===== src/design/bsg_pkg.sv =====
// ----------------------------------------------------------------------------
// bsg_pkg: shared types and constants for the bounding sphere grow block
// Field structs, the sequencer states, register indexes and datapath widths.
// ----------------------------------------------------------------------------
package bsg_pkg;

   // field and datapath widths
   localparam int CoordWidth   = 32;
   localparam int RadWidth     = CoordWidth - 1;
   localparam int DiffWidth    = CoordWidth + 1;
   localparam int MulWidth     = CoordWidth + 2;
   localparam int ProdWidth    = 2 * MulWidth;
   localparam int SqWidth      = 2 * DiffWidth;
   localparam int RootWidth    = DiffWidth;
   localparam int QuoWidth     = CoordWidth;
   localparam int StepCntWidth = 6;
   localparam int CsrIdxWidth  = 2;

   // bit-serial step counts (last step index)
   localparam int MulLast  = MulWidth - 1;
   localparam int RootLast = RootWidth - 1;
   localparam int DivLast  = QuoWidth - 1;

   // largest radius
   localparam logic [RadWidth-1:0] RadMax = '1;

   typedef enum logic [CsrIdxWidth-1:0] {
      CSR_CENTER_X = 2'd0,
      CSR_CENTER_Y = 2'd1,
      CSR_CENTER_Z = 2'd2,
      CSR_RADIUS   = 2'd3
   } csr_idx_type;

   typedef enum logic [3:0] {
      ST_IDLE,
      ST_DIFF,
      ST_SQ_GO,
      ST_SQ,
      ST_SUM1,
      ST_SUM2,
      ST_CMP,
      ST_ROOT_GO,
      ST_ROOT,
      ST_MUL_GO,
      ST_MUL,
      ST_DIV_GO,
      ST_DIV,
      ST_UPD,
      ST_OUT
   } state_type;

   typedef struct packed {
      logic signed [CoordWidth-1:0] point_x;
      logic signed [CoordWidth-1:0] point_y;
      logic signed [CoordWidth-1:0] point_z;
      logic                         restart;
   } req_type;

   typedef struct packed {
      logic signed [CoordWidth-1:0] center_x_out;
      logic signed [CoordWidth-1:0] center_y_out;
      logic signed [CoordWidth-1:0] center_z_out;
      logic        [RadWidth-1:0]   radius_out;
      logic                         grew;
   } rsp_type;

endpackage


===== src/design/bsg_mul.sv =====
// ----------------------------------------------------------------------------
// bsg_mul: bit-serial unsigned multiplier
// Shift-add, one multiplier bit per cycle, narrow adder; done pulses once.
// ----------------------------------------------------------------------------
module bsg_mul (
   input  logic                                 clock,
   input  logic                                 reset,
   input  logic                                 start,
   input  logic [bsg_pkg::MulWidth-1:0]         mcand,
   input  logic [bsg_pkg::MulWidth-1:0]         mplier,
   output logic                                 done,
   output logic [bsg_pkg::ProdWidth-1:0]        prod
);

   logic                                 busy_ff, busy_in;
   logic                                 done_ff, done_in;
   logic [bsg_pkg::StepCntWidth-1:0]     cnt_ff, cnt_in;
   logic [bsg_pkg::MulWidth-1:0]         mcand_ff;
   logic [bsg_pkg::MulWidth-1:0]         hi_ff;
   logic [bsg_pkg::MulWidth-1:0]         lo_ff;
   logic [bsg_pkg::MulWidth:0]           sum;
   logic                                 last;

   // partial sum of the upper half
   assign sum  = {1'b0, hi_ff} + (lo_ff[0] ? {1'b0, mcand_ff} : '0);
   assign last = (cnt_ff == bsg_pkg::StepCntWidth'(bsg_pkg::MulLast));

   // step control
   always_comb begin
      busy_in = busy_ff;
      done_in = 1'b0;
      cnt_in  = cnt_ff;
      if (start) begin
         busy_in = 1'b1;
         cnt_in  = '0;
      end else if (busy_ff) begin
         cnt_in = cnt_ff + 1'b1;
         if (last) begin
            busy_in = 1'b0;
            done_in = 1'b1;
         end
      end
   end

   always_ff @(posedge clock) begin
      if (reset) begin
         busy_ff <= 1'b0;
         done_ff <= 1'b0;
         cnt_ff  <= '0;
      end else begin
         busy_ff <= busy_in;
         done_ff <= done_in;
         cnt_ff  <= cnt_in;
      end
   end

   // product shifts right one bit a step
   always_ff @(posedge clock) begin
      if (start) begin
         mcand_ff <= mcand;
         hi_ff    <= '0;
         lo_ff    <= mplier;
      end else if (busy_ff) begin
         hi_ff <= sum[bsg_pkg::MulWidth:1];
         lo_ff <= {sum[0], lo_ff[bsg_pkg::MulWidth-1:1]};
      end
   end

   assign done = done_ff;
   assign prod = {hi_ff, lo_ff};

endmodule


===== src/design/bsg_sqrt.sv =====
// ----------------------------------------------------------------------------
// bsg_sqrt: digit-serial integer square root
// Restoring method, two radicand bits and one root bit per cycle.
// ----------------------------------------------------------------------------
module bsg_sqrt (
   input  logic                                 clock,
   input  logic                                 reset,
   input  logic                                 start,
   input  logic [bsg_pkg::SqWidth-1:0]          radicand,
   output logic                                 done,
   output logic [bsg_pkg::RootWidth-1:0]        root
);

   localparam int RemWidth = bsg_pkg::RootWidth + 2;

   logic                                 busy_ff, busy_in;
   logic                                 done_ff, done_in;
   logic [bsg_pkg::StepCntWidth-1:0]     cnt_ff, cnt_in;
   logic [bsg_pkg::SqWidth-1:0]          rad_ff;
   logic [RemWidth-1:0]                  rem_ff;
   logic [bsg_pkg::RootWidth-1:0]        root_ff;
   logic [RemWidth+1:0]                  trem;
   logic [RemWidth+1:0]                  trial;
   logic                                 fits;
   logic                                 last;

   assign trem  = {rem_ff, rad_ff[bsg_pkg::SqWidth-1 -: 2]};
   assign trial = {2'b00, root_ff, 2'b01};
   assign fits  = (trem >= trial);
   assign last  = (cnt_ff == bsg_pkg::StepCntWidth'(bsg_pkg::RootLast));

   // step control
   always_comb begin
      busy_in = busy_ff;
      done_in = 1'b0;
      cnt_in  = cnt_ff;
      if (start) begin
         busy_in = 1'b1;
         cnt_in  = '0;
      end else if (busy_ff) begin
         cnt_in = cnt_ff + 1'b1;
         if (last) begin
            busy_in = 1'b0;
            done_in = 1'b1;
         end
      end
   end

   always_ff @(posedge clock) begin
      if (reset) begin
         busy_ff <= 1'b0;
         done_ff <= 1'b0;
         cnt_ff  <= '0;
      end else begin
         busy_ff <= busy_in;
         done_ff <= done_in;
         cnt_ff  <= cnt_in;
      end
   end

   // one root digit per step
   always_ff @(posedge clock) begin
      if (start) begin
         rad_ff  <= radicand;
         rem_ff  <= '0;
         root_ff <= '0;
      end else if (busy_ff) begin
         rad_ff  <= {rad_ff[bsg_pkg::SqWidth-3:0], 2'b00};
         rem_ff  <= fits ? RemWidth'(trem - trial) : RemWidth'(trem);
         root_ff <= {root_ff[bsg_pkg::RootWidth-2:0], fits};
      end
   end

   assign done = done_ff;
   assign root = root_ff;

endmodule


===== src/design/bsg_div.sv =====
// ----------------------------------------------------------------------------
// bsg_div: bit-serial restoring divider
// One quotient bit per cycle; the quotient is known to fit QuoWidth bits.
// ----------------------------------------------------------------------------
module bsg_div (
   input  logic                                 clock,
   input  logic                                 reset,
   input  logic                                 start,
   input  logic [bsg_pkg::ProdWidth-1:0]        dividend,
   input  logic [bsg_pkg::MulWidth-1:0]         divisor,
   output logic                                 done,
   output logic [bsg_pkg::QuoWidth-1:0]         quot
);

   localparam int RemWidth = bsg_pkg::MulWidth;
   localparam int LowWidth = bsg_pkg::QuoWidth;

   logic                                 busy_ff, busy_in;
   logic                                 done_ff, done_in;
   logic [bsg_pkg::StepCntWidth-1:0]     cnt_ff, cnt_in;
   logic [RemWidth-1:0]                  dv_ff;
   logic [RemWidth-1:0]                  rem_ff;
   logic [LowWidth-1:0]                  low_ff;
   logic [RemWidth:0]                    trem;
   logic                                 ge;
   logic                                 last;

   assign trem = {rem_ff, low_ff[LowWidth-1]};
   assign ge   = (trem >= {1'b0, dv_ff});
   assign last = (cnt_ff == bsg_pkg::StepCntWidth'(bsg_pkg::DivLast));

   // step control
   always_comb begin
      busy_in = busy_ff;
      done_in = 1'b0;
      cnt_in  = cnt_ff;
      if (start) begin
         busy_in = 1'b1;
         cnt_in  = '0;
      end else if (busy_ff) begin
         cnt_in = cnt_ff + 1'b1;
         if (last) begin
            busy_in = 1'b0;
            done_in = 1'b1;
         end
      end
   end

   always_ff @(posedge clock) begin
      if (reset) begin
         busy_ff <= 1'b0;
         done_ff <= 1'b0;
         cnt_ff  <= '0;
      end else begin
         busy_ff <= busy_in;
         done_ff <= done_in;
         cnt_ff  <= cnt_in;
      end
   end

   // upper dividend bits start below the divisor; quotient bits shift in low
   always_ff @(posedge clock) begin
      if (start) begin
         dv_ff  <= divisor;
         rem_ff <= dividend[LowWidth +: RemWidth];
         low_ff <= dividend[LowWidth-1:0];
      end else if (busy_ff) begin
         rem_ff <= ge ? RemWidth'(trem - {1'b0, dv_ff}) : trem[RemWidth-1:0];
         low_ff <= {low_ff[LowWidth-2:0], ge};
      end
   end

   assign done = done_ff;
   assign quot = low_ff;

endmodule


===== src/design/bounding_sphere_grow_top.sv =====
// ----------------------------------------------------------------------------
// bounding_sphere_grow_top: grows a bounding sphere around a point stream
// Sequencer plus bit-serial multipliers, square root and dividers.
// ----------------------------------------------------------------------------
//  channel   direction  handshake               payload
//  req_      in         req_valid / req_stall   req_data  (bsg_pkg::req_type)
//  rsp_      out        rsp_valid / rsp_stall   rsp_data  (bsg_pkg::rsp_type)
//  csr_      in         csr_we                  csr_index, csr_wdata
//
//  A point outside the sphere runs the bit-serial multiply, square root,
//  multiply and divide passes, one bit or digit per cycle; a point inside
//  stops after the first multiply pass.
//  One item is in work at a time; the result register lets the next item in
//  while a result waits. Reset (synchronous) clears sphere and start values.
// ----------------------------------------------------------------------------
module bounding_sphere_grow_top (
   input  logic                                 clock,
   input  logic                                 reset,
   input  logic                                 req_valid,
   output logic                                 req_stall,
   input  bsg_pkg::req_type                     req_data,
   output logic                                 rsp_valid,
   input  logic                                 rsp_stall,
   output bsg_pkg::rsp_type                     rsp_data,
   input  logic                                 csr_we,
   input  logic [bsg_pkg::CsrIdxWidth-1:0]      csr_index,
   input  logic [bsg_pkg::CoordWidth-1:0]       csr_wdata
);

   localparam int CW = bsg_pkg::CoordWidth;
   localparam int RW = bsg_pkg::RadWidth;
   localparam int DW = bsg_pkg::DiffWidth;
   localparam int MW = bsg_pkg::MulWidth;
   localparam int PW = bsg_pkg::ProdWidth;
   localparam int SW = bsg_pkg::SqWidth;
   localparam int TW = bsg_pkg::RootWidth;
   localparam int QW = bsg_pkg::QuoWidth;

   bsg_pkg::state_type                   state_ff, state_in;

   logic [CW-1:0]                        start_cx_ff, start_cy_ff, start_cz_ff;
   logic [RW-1:0]                        start_r_ff;
   logic [CW-1:0]                        cx_ff, cy_ff, cz_ff;
   logic [RW-1:0]                        r_ff;
   logic [CW-1:0]                        px_ff, py_ff, pz_ff;
   logic [DW-1:0]                        mx_ff, my_ff, mz_ff;
   logic                                 sx_ff, sy_ff, sz_ff;
   logic [SW-1:0]                        s_ff;
   logic [TW-1:0]                        d_ff;
   logic                                 grew_ff;
   logic                                 rsp_valid_ff;
   bsg_pkg::rsp_type                     rsp_ff;

   logic [DW-1:0]                        dx, dy, dz;
   logic                                 mul_start, root_start, div_start;
   logic                                 mul_phase2;
   logic                                 rsp_load;
   logic [MW-1:0]                        num;
   logic [MW-1:0]                        bx, by, bz;
   logic [PW-1:0]                        px_prod, py_prod, pz_prod, rr_prod;
   logic                                 mx_done, my_done, mz_done, rr_done;
   logic                                 root_done;
   logic [TW-1:0]                        root;
   logic [QW-1:0]                        qx, qy, qz;
   logic                                 qx_done, qy_done, qz_done;
   logic [MW-1:0]                        den;
   logic [TW:0]                          rsum;
   logic [TW-1:0]                        rhalf;
   logic [RW-1:0]                        r_next;

   // configuration writes
   always_ff @(posedge clock) begin
      if (reset) begin
         start_cx_ff <= '0;
         start_cy_ff <= '0;
         start_cz_ff <= '0;
         start_r_ff  <= '0;
      end else if (csr_we) begin
         unique case (bsg_pkg::csr_idx_type'(csr_index))
            bsg_pkg::CSR_CENTER_X: start_cx_ff <= csr_wdata;
            bsg_pkg::CSR_CENTER_Y: start_cy_ff <= csr_wdata;
            bsg_pkg::CSR_CENTER_Z: start_cz_ff <= csr_wdata;
            bsg_pkg::CSR_RADIUS:   start_r_ff  <= csr_wdata[RW-1:0];
            default: ;
         endcase
      end
   end

   // exact differences point - center
   assign dx = {px_ff[CW-1], px_ff} - {cx_ff[CW-1], cx_ff};
   assign dy = {py_ff[CW-1], py_ff} - {cy_ff[CW-1], cy_ff};
   assign dz = {pz_ff[CW-1], pz_ff} - {cz_ff[CW-1], cz_ff};

   // multiplier operands: squares first, then |diff| * (d - r)
   assign num = MW'(d_ff) - MW'(r_ff);
   assign bx  = mul_phase2 ? num : MW'(mx_ff);
   assign by  = mul_phase2 ? num : MW'(my_ff);
   assign bz  = mul_phase2 ? num : MW'(mz_ff);
   assign den = {1'b0, d_ff} << 1;

   // new radius (r + d) / 2, saturated
   assign rsum   = (TW + 1)'(d_ff) + (TW + 1)'(r_ff);
   assign rhalf  = rsum[TW:1];
   assign r_next = (rhalf > TW'(bsg_pkg::RadMax)) ? bsg_pkg::RadMax : rhalf[RW-1:0];

   // sequencer state
   always_ff @(posedge clock) begin
      if (reset) begin
         state_ff <= bsg_pkg::ST_IDLE;
      end else begin
         state_ff <= state_in;
      end
   end

   // next state and unit starts
   always_comb begin
      state_in   = state_ff;
      mul_start  = 1'b0;
      mul_phase2 = 1'b0;
      root_start = 1'b0;
      div_start  = 1'b0;
      rsp_load   = 1'b0;
      req_stall  = 1'b1;
      unique case (state_ff)
         bsg_pkg::ST_IDLE: begin
            req_stall = 1'b0;
            if (req_valid) state_in = bsg_pkg::ST_DIFF;
         end
         bsg_pkg::ST_DIFF:  state_in = bsg_pkg::ST_SQ_GO;
         bsg_pkg::ST_SQ_GO: begin
            mul_start = 1'b1;
            state_in  = bsg_pkg::ST_SQ;
         end
         bsg_pkg::ST_SQ: begin
            if (mx_done && my_done && mz_done && rr_done) state_in = bsg_pkg::ST_SUM1;
         end
         bsg_pkg::ST_SUM1: state_in = bsg_pkg::ST_SUM2;
         bsg_pkg::ST_SUM2: state_in = bsg_pkg::ST_CMP;
         bsg_pkg::ST_CMP: begin
            if (s_ff > rr_prod[SW-1:0]) state_in = bsg_pkg::ST_ROOT_GO;
            else                        state_in = bsg_pkg::ST_OUT;
         end
         bsg_pkg::ST_ROOT_GO: begin
            root_start = 1'b1;
            state_in   = bsg_pkg::ST_ROOT;
         end
         bsg_pkg::ST_ROOT: begin
            if (root_done) state_in = bsg_pkg::ST_MUL_GO;
         end
         bsg_pkg::ST_MUL_GO: begin
            mul_start  = 1'b1;
            mul_phase2 = 1'b1;
            state_in   = bsg_pkg::ST_MUL;
         end
         bsg_pkg::ST_MUL: begin
            if (mx_done && my_done && mz_done) state_in = bsg_pkg::ST_DIV_GO;
         end
         bsg_pkg::ST_DIV_GO: begin
            div_start = 1'b1;
            state_in  = bsg_pkg::ST_DIV;
         end
         bsg_pkg::ST_DIV: begin
            if (qx_done && qy_done && qz_done) state_in = bsg_pkg::ST_UPD;
         end
         bsg_pkg::ST_UPD: state_in = bsg_pkg::ST_OUT;
         bsg_pkg::ST_OUT: begin
            if (!rsp_valid_ff || !rsp_stall) begin
               rsp_load = 1'b1;
               state_in = bsg_pkg::ST_IDLE;
            end
         end
         default: state_in = bsg_pkg::ST_IDLE;
      endcase
   end

   // sphere state (control, cleared by reset)
   always_ff @(posedge clock) begin
      if (reset) begin
         cx_ff <= '0;
         cy_ff <= '0;
         cz_ff <= '0;
         r_ff  <= '0;
      end else if (state_ff == bsg_pkg::ST_IDLE && req_valid && req_data.restart) begin
         cx_ff <= start_cx_ff;
         cy_ff <= start_cy_ff;
         cz_ff <= start_cz_ff;
         r_ff  <= start_r_ff;
      end else if (state_ff == bsg_pkg::ST_UPD) begin
         cx_ff <= sx_ff ? cx_ff - qx : cx_ff + qx;
         cy_ff <= sy_ff ? cy_ff - qy : cy_ff + qy;
         cz_ff <= sz_ff ? cz_ff - qz : cz_ff + qz;
         r_ff  <= r_next;
      end
   end

   // item datapath
   always_ff @(posedge clock) begin
      unique case (state_ff)
         bsg_pkg::ST_IDLE: begin
            px_ff <= req_data.point_x;
            py_ff <= req_data.point_y;
            pz_ff <= req_data.point_z;
         end
         bsg_pkg::ST_DIFF: begin
            sx_ff <= dx[DW-1];
            sy_ff <= dy[DW-1];
            sz_ff <= dz[DW-1];
            mx_ff <= dx[DW-1] ? DW'(-dx) : dx;
            my_ff <= dy[DW-1] ? DW'(-dy) : dy;
            mz_ff <= dz[DW-1] ? DW'(-dz) : dz;
         end
         bsg_pkg::ST_SUM1: s_ff <= px_prod[SW-1:0] + py_prod[SW-1:0];
         bsg_pkg::ST_SUM2: s_ff <= s_ff + pz_prod[SW-1:0];
         bsg_pkg::ST_CMP:  grew_ff <= (s_ff > rr_prod[SW-1:0]);
         bsg_pkg::ST_ROOT: begin
            if (root_done) d_ff <= root;
         end
         default: ;
      endcase
   end

   // result register
   always_ff @(posedge clock) begin
      if (reset) begin
         rsp_valid_ff <= 1'b0;
      end else if (rsp_load) begin
         rsp_valid_ff <= 1'b1;
      end else if (!rsp_stall) begin
         rsp_valid_ff <= 1'b0;
      end
   end

   always_ff @(posedge clock) begin
      if (rsp_load) begin
         rsp_ff.center_x_out <= cx_ff;
         rsp_ff.center_y_out <= cy_ff;
         rsp_ff.center_z_out <= cz_ff;
         rsp_ff.radius_out   <= r_ff;
         rsp_ff.grew         <= grew_ff;
      end
   end

   assign rsp_valid = rsp_valid_ff;
   assign rsp_data  = rsp_ff;

   // serial units
   bsg_mul u_mul_x (
      .clock(clock), .reset(reset), .start(mul_start),
      .mcand(MW'(mx_ff)), .mplier(bx), .done(mx_done), .prod(px_prod)
   );
   bsg_mul u_mul_y (
      .clock(clock), .reset(reset), .start(mul_start),
      .mcand(MW'(my_ff)), .mplier(by), .done(my_done), .prod(py_prod)
   );
   bsg_mul u_mul_z (
      .clock(clock), .reset(reset), .start(mul_start),
      .mcand(MW'(mz_ff)), .mplier(bz), .done(mz_done), .prod(pz_prod)
   );
   bsg_mul u_mul_r (
      .clock(clock), .reset(reset), .start(mul_start && !mul_phase2),
      .mcand(MW'(r_ff)), .mplier(MW'(r_ff)), .done(rr_done), .prod(rr_prod)
   );

   bsg_sqrt u_sqrt (
      .clock(clock), .reset(reset), .start(root_start),
      .radicand(s_ff), .done(root_done), .root(root)
   );

   bsg_div u_div_x (
      .clock(clock), .reset(reset), .start(div_start),
      .dividend(px_prod), .divisor(den), .done(qx_done), .quot(qx)
   );
   bsg_div u_div_y (
      .clock(clock), .reset(reset), .start(div_start),
      .dividend(py_prod), .divisor(den), .done(qy_done), .quot(qy)
   );
   bsg_div u_div_z (
      .clock(clock), .reset(reset), .start(div_start),
      .dividend(pz_prod), .divisor(den), .done(qz_done), .quot(qz)
   );

   // checks
   a_accept_to_diff: assert property (@(posedge clock) disable iff (reset)
      (state_ff == bsg_pkg::ST_IDLE && req_valid) |=> (state_ff == bsg_pkg::ST_DIFF))
      else $error("accepted item did not start");

   a_lanes_together: assert property (@(posedge clock) disable iff (reset)
      (mx_done == my_done) && (my_done == mz_done))
      else $error("multiplier lanes out of step");

   a_root_covers_radius: assert property (@(posedge clock) disable iff (reset)
      (state_ff == bsg_pkg::ST_UPD) |-> (TW'(r_ff) <= d_ff))
      else $error("root below radius on grow");

   a_radius_grows: assert property (@(posedge clock) disable iff (reset)
      (state_ff == bsg_pkg::ST_UPD) |=> (r_ff >= $past(r_ff)))
      else $error("radius shrank on grow");

endmodule

===== config.mk =====
export PLATFORM = sky130hd
export DESIGN_NAME = bounding_sphere_grow_top
export DESIGN_NICKNAME = d
export VERILOG_FILES = /design/src/design/bsg_pkg.sv /design/src/design/bsg_mul.sv /design/src/design/bsg_sqrt.sv /design/src/design/bsg_div.sv /design/src/design/bounding_sphere_grow_top.sv
export SDC_FILE = /design/constraint.sdc
export NUM_CORES = 2
export LEC_CHECK = 0
export BUFFER_PORTS_ARGS = -buffer_cell sky130_fd_sc_hd__buf_2
export CORE_ASPECT_RATIO = 1.5
export CORE_MARGIN = 2
export CORE_UTILIZATION = 40
export CTS_BUF_LIST = sky130_fd_sc_hd__clkbuf_4
export DETAILED_ROUTE_END_ITERATION = 16
export PLACE_DENSITY = 0.62
export SYNTH_ARGS = -nofsm -noshare
export SYNTH_HDL_FRONTEND = slang
export SYNTH_SLANG_ARGS = --single-unit
export TNS_END_PERCENT = 30

===== constraint.sdc =====
create_clock -name clock -period 12 [get_ports clock]
set_input_delay 0.6 -clock clock [delete_from_list [all_inputs] [get_ports clock]]
set_output_delay 0.6 -clock clock [all_outputs]
set_load 0.02 [all_outputs]

==> metrics.cfg <==
[synth]
synth.yosys.warnings=0
synth_async_reset_ratio_pct=0
synthesized_instance_count=10400
dominantRegCellSynth=sky130_fd_sc_hd__edfxtp_1
synth.avg_cell_area_um2=9.11
postSynthNetCount=11300
cell_area_synth_um2=95200
ys_ff_latch=1516
synth_enable_flop_cells=986
yosysSeqAreaShare_pct=42.3
synth_cell_types=109

[finish]
fillerInstances=22900
seqCellArea_um2=40200
final_net_count=11900
post_layout_nonfiller_instances=14400
postLayoutCellArea_um2=107000
syn2layout_area_growth_pct=12.1
post_route_cells_drive_above_1_share_pct=9.71
multiInputGateArea_um2=51500

[place]
dp.cells=13500
dpl.hpwl_um=290000
dpl-instance-area_um2=99700
numPortBuffers=265
place.gp.congestion=1.01

[timing]
fin_tns_setup_ns=0
final_hold_viol_count=0
timing.hold.ws_ns=0.0668
post-route-period-util_pct=47.0
slew-limit-headroom_pct=2.00
fmax_ghz=0.177
setup-violations-final=0
clock-skew-final_ns=0.124
timing.final.max_slew_violations=0
timing.final.crit_period_ns=5.64
setup_repair_after_global_routing_missed_its_margin=false
worst_slew_pin_slew_ns=1.46

[power_and_ir_drop]
p_int_uw=13400
power.share.sequential_pct=35.8
power.ir.vdd_worst_mv=0.119
clockPowerShare_pct=19.4
powerDensity_nw_per_um2=222
comb_power_share_pct=44.7
fin_total_pwr_uw=23700
power.switching_fraction_pct=43.5
power_leakage_uw=0.0431
p_sw_uw=10300

[clock_tree]
ctsLongestPathBuffers=4
cts_buffers=377
worstSkewPairLatency_ns=1.33
clockRootBuffer=sky130_fd_sc_hd__clkbuf_4
cts_resized=0
h-tree-depth=5
cts.sinks=1516
clock_tree_from_tritoncts=done
clk_slew_on_worst_s_h_paths_ns=0.07

[setup_path]
path_type_of_the_worst_setup_path=flip-flop to flip-flop
worstSetupStartpointType=flip-flop
timing.critical_path.arrival_ns=6.78
crit_path_max_fanout=5
timing.critical_path.slowest_cell_delay_ns=0.59
cp_cell_sequence=inv_1 -> ha_1 -> nand2b_1 -> or4_1 -> nor3_1 -> nand2_1 -> nor2_1 -> a21oi_1 -> xnor2_1 -> ha_1 -> and3_1 -> and3_1 -> and3_1 -> a32oi_1 -> o21ai_0 -> o311a_1 -> nand2b_1 -> a21oi_1 -> o21ai_0 -> nor3b_1 -> o31ai_1 -> a21oi_1
slowest_stage=sky130_fd_sc_hd__edfxtp_1
cp_top_family=simple AND/OR/NAND/NOR gates
cp_num_buf_inv=1
cp_data_required_time_ns=13.13
worst_setup_path_end_kind=flip-flop

[floorplanning]
std_cell_rows=219
die_h_um=601
die_area_um2=242000
core-area_um2=237000
num_io_pins=266
initial_core_util_pct=40.2
chipWidth_um=402

[grt]
groute.usage.overall_pct=30.3
grt_pass1_vias=81400
antenna_violations_before_repair=23
grt_pass1_wl_um=543000
grt_start_max_net_pins=144
grt_overflow=0

[route]
drc_errors=0
via_count=83500
dr_pass1_iterations=8
wl_per_cell_um=26.3
drt-vias-per-instance=5.81
initialDrtViolationCount=6872
finalWirelength_um=379000
ant_nets=0

[min_path]
hold_class=primary input to flip-flop

[run]
maxCapViolations=0

[outcome]
status=finished clean

## synthesized netlist by cell type (all sizes together) (14+ instances only)
library cell / number / area, um2
a2111oi: 14 / 149
a211o: 25 / 228
a211oi: 86 / 656
a21boi: 43 / 327
a21o: 330 / 2480
a21oi: 1058 / 5320
a221o: 20 / 200
a221oi: 43 / 377
a22oi: 91 / 683
a31o: 15 / 131
a31oi: 170 / 1090
and2: 169 / 1060
and3: 83 / 521
buf: 56 / 269
clkbuf: 374 / 1400
dfxtp: 530 / 10600
edfxtp: 986 / 29600
fa: 17 / 340
ha: 730 / 9130
inv: 523 / 1960
mux2i: 185 / 1850
nand2: 1428 / 5360
nand2b: 108 / 676
nand3: 135 / 676
nand3b: 22 / 165
nand4: 104 / 651
nor2: 896 / 3360
nor2b: 90 / 563
nor3: 156 / 786
nor3b: 16 / 120
nor4: 38 / 280
o2111ai: 17 / 149
o211ai: 47 / 353
o21a: 93 / 698
o21ai: 556 / 2790
o21bai: 102 / 766
o22ai: 31 / 194
o31a: 20 / 175
o31ai: 55 / 454
o41ai: 15 / 139
or2: 23 / 144
or3: 57 / 367
or4: 14 / 109
xnor2: 514 / 4500
xor2: 224 / 1970
## cell families (layout without fill, tap and decap cells)
kind of cell,Yosys count,after routing,synth area share (%)
compound gates,2912,2912,19.0
xor+xnor,738,738,6.80
fa+ha+maj,747,747,9.95
buf+inv,957,1780,3.84
flops,1516,1516,42.3
mux,191,191,2.03
other cells,0,20,0
simple gates,3388,3388,16.1
## worst reg2reg max path, cell delays in order (launching register included)
cell	delay, ns
sky130_fd_sc_hd__edfxtp_1	0.59
sky130_fd_sc_hd__inv_1	0.16
sky130_fd_sc_hd__ha_1	0.19
sky130_fd_sc_hd__nand2b_1	0.08
sky130_fd_sc_hd__or4_1	0.50
sky130_fd_sc_hd__nor3_1	0.43
sky130_fd_sc_hd__nand2_1	0.09
sky130_fd_sc_hd__nor2_1	0.27
sky130_fd_sc_hd__a21oi_1	0.13
sky130_fd_sc_hd__xnor2_1	0.16
sky130_fd_sc_hd__ha_1	0.36
sky130_fd_sc_hd__and3_1	0.22
sky130_fd_sc_hd__and3_1	0.21
sky130_fd_sc_hd__and3_1	0.18
sky130_fd_sc_hd__a32oi_1	0.14
sky130_fd_sc_hd__o21ai_0	0.17
sky130_fd_sc_hd__o311a_1	0.40
sky130_fd_sc_hd__nand2b_1	0.16
sky130_fd_sc_hd__a21oi_1	0.38
sky130_fd_sc_hd__o21ai_0	0.18
sky130_fd_sc_hd__nor3b_1	0.17
sky130_fd_sc_hd__o31ai_1	0.24
sky130_fd_sc_hd__a21oi_1	0.11
## worst paths after layout
path              slack (ns)             from                    to  depth (start not counted)
setup / recovery        6.36  u_div_x.quot[0]             cx_ff[30]                         22
hold / removal          0.07           csr_we       start_cy_ff[27]                          5
setup reg to reg        6.36  u_div_x.quot[0]             cx_ff[30]                         22
hold reg to reg         0.44        my_ff[21]  u_mul_y.mcand_ff[21]                          0
## what timing repair did
action | in CTS | in global routing
endpoints found under the setup margin | 0 | 0
hold buffers | 206 | 0
endpoints found under the hold margin | 299 | 0
setup buffers | 0 | 0
## metrics by stage
stage / util, % / worst slack (ns)
after floorplan: - / 2.70
after global placement: 42.1 / 6.55
after detailed placement: 42.1 / 6.47
after CTS: 45.0 / 6.45
after global routing: 45.0 / 6.03
final: 45.0 / 6.36
## flip-flops by register name, summed over array words and instances, names as in the netlist, 34 cells and up
signal and flops:
u_mul_r.hi_ff 34, u_div_x.rem_ff 34, s_ff 66, u_sqrt.rem_ff 35, rsp_data 128, u_sqrt.rad_ff 66, u_mul_y.lo_ff 34, u_mul_z.lo_ff 34
u_div_z.rem_ff 34, u_div_y.rem_ff 34, u_mul_r.lo_ff 34, u_mul_z.hi_ff 34, u_mul_x.lo_ff 34, u_mul_y.hi_ff 34, u_mul_x.hi_ff 34
## layout make-up
class                      count  share of cell area [%]
clock inverter               143                   0.782
clock buffer                 540                    3.80
tap                         3094                    3.63
inverter                     526                    1.87
timing repair buffer         571                    3.90
antenna                       20                  0.0469
multi-input combinational   7976                    48.3
sequential                  1516                    37.7
## power by group through the flow
stage                     registers [uW]  logic [uW]  clock network (uW)
final                               8490       10600                4610
after global routing                8500       11600                4940
after CTS                           8450       10500                4700
after detailed placement            8560       10400                   0
after global placement              8540       10200                   0
after floorplan                     7710        7720                   0
## metal layers
metal	global-route usage, %	wire length [um]	vias to the layer above
li1	-	-	38800
met1	32.2	133000	40100
met2	50.9	180000	3414
met3	4.92	23500	1150
met4	29.1	42500	12
met5	0	72	-
## cell usage in the layout, fill, tap and decap left out, drive strengths merged, types with 86 or more instances in the layout
cell type | Yosys | routed
and2 | 169 | 169
dlygate4sd3 | 0 | 206
a22oi | 91 | 91
a31oi | 170 | 170
ha | 730 | 730
nand4 | 104 | 104
edfxtp | 986 | 986
nand3 | 135 | 135
o21bai | 102 | 102
clkbuf | 374 | 540
nor2b | 90 | 90
nand2b | 108 | 108
clkinv | 3 | 124
nor3 | 156 | 156
nand2 | 1428 | 1428
a211oi | 86 | 86
inv | 523 | 532
dfxtp | 530 | 530
a21o | 330 | 330
o21a | 93 | 93
o21ai | 556 | 556
xnor2 | 514 | 514
buf | 56 | 365
xor2 | 224 | 224
nor2 | 896 | 896
mux2i | 185 | 185
a21oi | 1058 | 1058
Note: power is estimated with default switching activity, not from simulation.
